===== config.mk =====
export PLATFORM = sky130hd
export DESIGN_NAME = wrw_ctrl
export DESIGN_NICKNAME = d
export VERILOG_FILES = /design/src/rtl/wrw_pkg.sv /design/src/rtl/wrw_ctrl.sv
export SDC_FILE = /design/constraint.sdc
export NUM_CORES = 1
export LEC_CHECK = 0
export CORE_AREA = 5 5 42 44
export DETAILED_ROUTE_END_ITERATION = 6
export DIE_AREA = 0 0 47 49
export DONT_BUFFER_PORTS = 1
export GPL_ROUTABILITY_DRIVEN = 0
export SLEW_MARGIN = 10
export SYNTH_ARGS = -nofsm -noshare
export SYNTH_HDL_FRONTEND = slang
export SYNTH_SLANG_ARGS = --single-unit

===== constraint.sdc =====
create_clock -name clk -period 2.7 [get_ports clk]
set_input_delay 0.54 -clock clk [delete_from_list [all_inputs] [get_ports clk]]
set_output_delay 0.54 -clock clk [all_outputs]
set_load 0.01 [all_outputs]

===== src/rtl/wrw_pkg.sv =====
`default_nettype none
package wrw_pkg;

  // Field widths fixed by the item format
  localparam int CMD_W     = 2;
  localparam int SLOT_W    = 7;
  localparam int IN_WGT_W  = 32;
  localparam int FRAC_W    = 16;
  localparam int COUNT_W   = 8;
  localparam int STEP_W    = COUNT_W + 2;  // holds 4 * count
  localparam int FRAC_SHR  = FRAC_W - 1;   // Q0.16 times 2.0

  localparam int APB_DW    = 32;
  localparam int APB_AW    = 3;
  localparam int REG_PARTICLE_COUNT = 0;

  localparam int MAX_PARTICLES_DEF = 128;
  localparam int WEIGHT_BITS_DEF   = 32;
  localparam logic [COUNT_W-1:0] COUNT_RESET = COUNT_W'(100);

  typedef enum logic [CMD_W-1:0] {
    CMD_BEGIN = 2'd0,
    CMD_LOAD  = 2'd1,
    CMD_DRAW  = 2'd2
  } cmd_t;

  // controller -> datapath
  typedef struct packed {
    logic do_begin;
    logic do_load;
    logic do_mul;
    logic do_prep;   // add increment, clamp wheel, read first weight
    logic do_step;   // take one wheel step
    logic out_load;  // capture selected slot into output register
  } wrw_cmd_t;

  // datapath -> controller
  typedef struct packed {
    logic walk_go;
  } wrw_sts_t;

endpackage
`default_nettype wire


===== src/rtl/wrw_ctrl.sv =====
`default_nettype none
module wrw_ctrl
  import wrw_pkg::*;
(
  input  wire logic             clk,
  input  wire logic             rst_n,
  input  wire logic             in_valid,
  input  wire logic [CMD_W-1:0] in_cmd,
  output logic                  in_ready,
  output logic                  out_valid,
  input  wire logic             out_ready,
  input  wire wrw_sts_t         sts,
  output wrw_cmd_t              cmd_o
);
  typedef enum logic [2:0] {
    ST_IDLE,
    ST_PREP,
    ST_WALK,
    ST_HOLD
  } state_t;

  state_t state_r, state_nxt;
  logic   in_ready_r, out_valid_r;
  logic   accept, out_free;

  assign accept   = in_valid && in_ready_r;
  assign out_free = !out_valid_r || out_ready;

  always_comb begin
    state_nxt = state_r;
    cmd_o     = '0;
    case (state_r)
      ST_IDLE: begin
        if (accept) begin
          case (in_cmd)
            CMD_BEGIN: cmd_o.do_begin = 1'b1;
            CMD_LOAD:  cmd_o.do_load  = 1'b1;
            CMD_DRAW: begin
              cmd_o.do_mul = 1'b1;
              state_nxt    = ST_PREP;
            end
            default: ;
          endcase
        end
      end
      ST_PREP: begin
        cmd_o.do_prep = 1'b1;
        state_nxt     = ST_WALK;
      end
      ST_WALK: begin
        if (sts.walk_go) begin
          cmd_o.do_step = 1'b1;
        end else if (out_free) begin
          cmd_o.out_load = 1'b1;
          state_nxt      = ST_IDLE;
        end else begin
          state_nxt = ST_HOLD;
        end
      end
      ST_HOLD: begin
        if (out_free) begin
          cmd_o.out_load = 1'b1;
          state_nxt      = ST_IDLE;
        end
      end
      default: state_nxt = ST_IDLE;
    endcase
  end

  always_ff @(posedge clk) begin
    if (!rst_n) begin
      state_r     <= ST_IDLE;
      in_ready_r  <= 1'b0;
      out_valid_r <= 1'b0;
    end else begin
      state_r    <= state_nxt;
      in_ready_r <= (state_nxt == ST_IDLE);
      if (cmd_o.out_load) begin
        out_valid_r <= 1'b1;
      end else if (out_ready) begin
        out_valid_r <= 1'b0;
      end
    end
  end

  assign in_ready  = in_ready_r;
  assign out_valid = out_valid_r;

`ifndef NO_ASSERTIONS
  a_draw_to_prep: assert property (@(posedge clk) disable iff (!rst_n)
    (accept && in_cmd == CMD_DRAW) |=> (state_r == ST_PREP))
    else $error("draw transfer did not start a walk");
  a_load_sets_valid: assert property (@(posedge clk) disable iff (!rst_n)
    cmd_o.out_load |=> out_valid_r)
    else $error("result capture lost");
  a_ready_idle: assert property (@(posedge clk) disable iff (!rst_n)
    in_ready_r |-> (state_r == ST_IDLE))
    else $error("input ready outside idle");
`endif
endmodule
`default_nettype wire


==> results of run 1 <==
cell families (layout without fill, tap and decap cells):
kind of cell / after synthesis / after routing / share of synthesized area
AOI/OAI and AO/OA: 3 / 3 / 0.0800
buffers and inverters: 2 / 6 / 0.0300
DFF: 5 / 5 / 0.400
other: 1 / 1 / 0.0150
and+or+nand+nor: 18 / 18 / 0.475
final timing paths:
path | startpoint | end | slack (ns) | cells after the start
max reg2reg | state_r[0]$_SDFF_PN0_ | in_ready$_SDFF_PN0_ | 1.57 | 3
min reg2reg | state_r[2]$_SDFF_PN0_ | state_r[1]$_SDFF_PN0_ | 0.55 | 2
max | in_ready$_SDFF_PN0_ | cmd_o[4] | 0.89 | 3
min | rst_n | state_r[1]$_SDFF_PN0_ | 0.46 | 2
state kept, by name (all words and copies together), names as in the netlist:
register	count
state_r	3
in_ready	1
out_valid	1
Yosys cell counts:
library cell / count
and2b_1: 2
dfxtp_1: 5
nor2_1: 4
nand2b_4: 1
nand2b_1: 1
a21oi_1: 2
conb_1: 1
and2_2: 1
nor3_1: 1
nand4b_1: 1
and2b_2: 1
and4_1: 1
and3b_2: 1
inv_1: 2
nand2_1: 2
nand3_1: 1
nor3b_1: 1
a311o_1: 1
per-layer routing:
metal,vias up,global-route usage
met3,2,0.0406
met1,94,0.0373
met5,-,0
met2,12,0.0792
met4,0,0.0691
li1,103,-
where the power goes:
| group | total, W | switching (W) | leakage [nW] | internal (W) |
|---|---|---|---|---|
| Clock | 0.0000846 | 0.0000288 | 0.0150 | 0.0000558 |
| Sequential | 0.0000779 | 0.00000171 | 0.0411 | 0.0000762 |
| Combinational | 0.00000840 | 0.00000412 | 0.0716 | 0.00000428 |
metrics by stage:
step,setup slack (ns),utilization,hold WS [ns]
floorplan,1.05,-,0.514
detailed placement,0.985,0.193,0.552
CTS,0.860,0.212,0.458
global route,0.809,0.212,0.461
finish,0.891,0.212,0.462
global placement,0.988,0.193,0.547
area by class of cell:
class                   count  share of cell area
multi-input cells          22               0.481
flip-flops and latches      5               0.338
clock buffers               4              0.0886
well taps                  16              0.0675
inverters                   2              0.0253
==> run_results.csv, run 1 <==
group,metric,value,unit
floorplan,die_area,2300,um^2
setup_path,cp-end-kind,"primary output",
global_route,antenna_found_initial,0,
global_route,grt_first_pass_wirelength,814,um
global_route,grt_pass1_vias,208,
drt,vias_per_cell,4.31,
clock_tree,cts_tree,"yes",
setup_path,start_kind,"flop",
logic_synthesis,yosysSeqAreaShare,0.400,
floorplan,pin_count,15,
drt,drc,0,
power,peakVddDrop,0.181,mV
outcome,status,"finished, final reports clean",
floorplan,core.rowCount,14,
drt,routed.top_layer,"met4",
drt,finalWirelength,492,um
logic_synthesis,synth_cells,29,
setup_path,critPathMaxStageDelay,0.38,ns
logic_synthesis,yosysWarnings,0,
cells_and_area,drive_gt1_frac,0.212,
clock_tree,cts_hold_buf,0,
drt,wl_met2,242,um
cells_and_area,area_growth,18.5,%
clock_tree,numCtsBuffers,3,
clock_tree,cts.sinks,5,
placement,dpl.hpwl,446,um
power,power.density,576,nW/um^2
logic_synthesis,ys_ff_latch,5,
timing,setup_viol,0,
clock_tree,postCtsSetupBuffers,0,
timing,fin_skew,0.00250,ns
timing,hold_viol_final,0,
setup_path,cp_slowest_cell,"nor3b_1",
timing,slew_violations,0,
logic_synthesis,ys_types,18,
placement,dpl.cell_count,45,
global_route,grt_max_degree,5,
setup_path,path_max_fanout,2,
logic_synthesis,syn_area_per_cell,8.63,um^2
cells_and_area,finish.net_count,41,
timing,finalSetupTns,0,ns
logic_synthesis,yosys-top-cells-area,"dfxtp_1 40%, and2b_1 6.0%, nor2_1 6.0%, nand2b_4 5.5%, a21oi_1 4.0%",
setup_path,cp_top_family,"simple AND/OR/NAND/NOR gates",
cells_and_area,multi_input_area,143,um^2
drt,final_antenna_net_count,0,
setup_path,crit_type,"flop to primary output",
run,maxCapViolCount,0,
power,p_leak,0.128,nW
placement,dpl_cell_area,270,um^2
clock_tree,clkLatencyLatePin,0.24,ns
clock_tree,clockRootBuffer,"clkbuf_4",
drt,drt_iter0_drc,0,
clock_tree,h-tree-depth,1,
power,p_total,0.000171,W
timing,rsz0062_at_grt,"no",
floorplan,die_y,49,um
cells_and_area,nFillCells,168,
cells_and_area,mostFrequentLayoutCells,"5 x dfxtp_1, 4 x nor2_1, 3 x clkbuf_4",
cells_and_area,layout_commonest_cell,"dfxtp_1",
drt,wl_met3,68,um
logic_synthesis,syn-cell-area,250,um^2
drt,drtPass1Iterations,1,
timing,period_minus_slack,1.81,ns
drt,wire_per_inst,10.0,um
logic_synthesis,synth_top_area_cell,"dfxtp_1",
cells_and_area,design_area,297,um^2
cells_and_area,instances_no_fill,49,
setup_path,cp_data_arrival_time,1.27,ns
drt,wl_met1,170,um
timing,timing.final.crit_share,0.670,
setup_path,required,2.16,ns
floorplan,die_w,47,um
timing,fmax,553,MHz
placement,io_buffers,0,
floorplan,start_util,0.179,
logic_synthesis,syn_nets,36,
setup_path,path_cells,"and3b_2, nand2_1, nor3b_1",
global_route,grt.total_usage,0.0549,
drt,vias,211,
floorplan,coreArea,1400,um^2
setup_path,critPathBufInv,0,
global_route,gr-total-overflow,0,
cells_and_area,antenna_cells,0,
clock_tree,max-clock-path-buffers,2,
clock_tree,path_clk_slew,0.04,ns
min_path,hp-class,"primary input to flop",
cells_and_area,seqCellArea,100,um^2
clock_tree,ctsResizeCount,0,
logic_synthesis,synth_top_area_frac,0.400,
Note: power is estimated with default switching activity, not from simulation.
==> run 2, diff against run 1 <==
Clock period 2.7 ns to 1.55 ns, I/O delays scaled along.
==> run 2 against run 1 <==
Against the previous run: first-iteration DRC count is the same; largest cell class unchanged; sequential power grew 75%; global-route usage shrank 0.13 points; final cell count is the same; worst hold slack lost 0.23 ns; non-clock buffer count is the same; worst setup slack lost 0.79 ns; highest routed layer is now met3; die area is the same; critical path depth is the same; sequential cell count is the same; combinational power grew 82%.
==> run_results.csv, run 2 (synthesis results as in run 1) <==
group,metric,value,unit
global_route,antenna_found_initial,0,
drt,wire_per_inst,10.7,um
power,p_int,0.000238,W
drt,final_antenna_net_count,0,
cells_and_area,largest_register,"state_r",
floorplan,pin_count,15,
global_route,grt_pass1_vias,202,
clock_tree,max-clock-path-buffers,2,
timing,timing.final.crit_share,0.936,
drt,drt_iter0_drc,0,
setup_path,cp-end-kind,"primary output",
power,p_clk_frac,0.490,
cells_and_area,mostFrequentLayoutCells,"4 x nor2_1, 4 x dfxtp_1, 3 x clkbuf_4",
clock_tree,postCtsSetupBuffers,0,
cells_and_area,drive_gt1_frac,0.303,
cells_and_area,nFillCells,161,
power,peakVddDrop,0.319,mV
setup_path,start_kind,"flop",
clock_tree,cts.sinks,5,
power,seqPwrFrac,0.458,
timing,setup_viol,0,
clock_tree,clockRootBuffer,"clkbuf_4",
floorplan,start_util,0.179,
clock_tree,numCtsBuffers,3,
setup_path,path_max_fanout,4,
clock_tree,cts_hold_buf,0,
cells_and_area,antenna_cells,0,
clock_tree,cts_tree,"yes",
drt,drtPass1Iterations,1,
drt,drc,0,
global_route,gr-total-overflow,0,
timing,finalSetupTns,0,ns
floorplan,die_w,47,um
power,p_sw_frac,0.199,
timing,whs,0.236,ns
clock_tree,h-tree-depth,1,
power,p_switching,0.0000591,W
floorplan,die_y,49,um
global_route,grt_max_degree,5,
cells_and_area,finish.net_count,41,
placement,io_buffers,0,
cells_and_area,area_growth,23.0,%
setup_path,cp_data_arrival_time,1.14,ns
timing,hold_viol_final,0,
clock_tree,clkLatencyLatePin,0.24,ns
floorplan,core.rowCount,14,
global_route,grt.total_usage,0.0536,
placement,dpl.hpwl,463,um
cells_and_area,largest_reg_flops,3,
drt,vias,211,
global_route,grt_first_pass_wirelength,807,um
drt,vias_per_cell,4.31,
power,power.density,965,nW/um^2
floorplan,coreArea,1400,um^2
timing,period_minus_slack,1.45,ns
timing,slew_violations,0,
setup_path,crit_type,"flop to primary output",
min_path,hp-class,"primary input to flop",
power,p_leak,0.130,nW
run,maxCapViolCount,0,
timing,rsz0062_at_grt,"no",
clock_tree,path_clk_slew,0.04,ns
power,p_comb_frac,0.052,
outcome,status,"finished, final reports clean",
timing,fin_skew,0.00414,ns
floorplan,die_area,2300,um^2
drt,finalWirelength,522,um
timing,fmax,689,MHz
setup_path,required,1.24,ns
==> run 2: cell counts in the layout (fill, tap and decap cells not counted) <==
Identical to the previous run, type by type.
==> run 2: power groups by stage <==
stage                     Combinational, W  Clock, W  Sequential (W)
after global placement           0.0000149         0        0.000138
after detailed placement         0.0000149         0        0.000138
after global routing             0.0000171  0.000170        0.000136
after CTS                        0.0000154  0.000154        0.000136
final                            0.0000153  0.000146        0.000136
after floorplan                  0.0000129         0        0.000137
==> run 2: path summary, 6_finish.rpt <==
check	end	slack, ns	from	depth (start not counted)
setup / recovery	cmd_o[4]	0.1	state_r[0]$_SDFF_PN0_	3
hold / removal	in_ready$_SDFF_PN0_	0.24	rst_n	1
setup reg to reg	in_ready$_SDFF_PN0_	0.42	state_r[0]$_SDFF_PN0_	3
hold reg to reg	state_r[1]$_SDFF_PN0_	0.56	state_r[2]$_SDFF_PN0_	2
==> run 2: layout make-up <==
cell class                      instances  area, um^2  area share
Clock buffer                            4        26.3      0.0854
Inverter                                2        7.51      0.0244
Multi-Input combinational cell         22         153       0.496
Sequential cell                         5         101       0.329
Tap cell                               16        20.0      0.0650
==> run 2: metrics by stage <==
step                      setup WS, ns  cell area (um^2)  std cells  utilization  power (W)
after floorplan                  0.301               250         29            -   0.000150
after global placement           0.227               270         45        0.193   0.000153
after detailed placement         0.222               270         45        0.193   0.000153
after CTS                      0.00199               302         49        0.215   0.000305
after global routing            0.0108               308         49        0.220   0.000324
final                           0.0985               308         49        0.220   0.000297
==> run 2: what timing repair did <==
action                                  in CTS  in global routing
endpoints found under the setup margin       1                  2
resized for setup                            1                  2
pin swaps                                    0                  1
gates cloned                                 0                  0
==> run 2: per-layer routing <==
| metal | global-route usage | share of wire |
|---|---|---|
| met5 | 0 | 0 |
| met4 | 0.0415 | 0 |
| met3 | 0.0554 | 0.14 |
| met2 | 0.0792 | 0.52 |
| met1 | 0.0374 | 0.34 |
==> run 2: critical path: stages, from the launching register on <==
cell     delay (ns)
dfxtp_1        0.32
and3b_2        0.25
nand2_1        0.09
nor3b_2        0.25
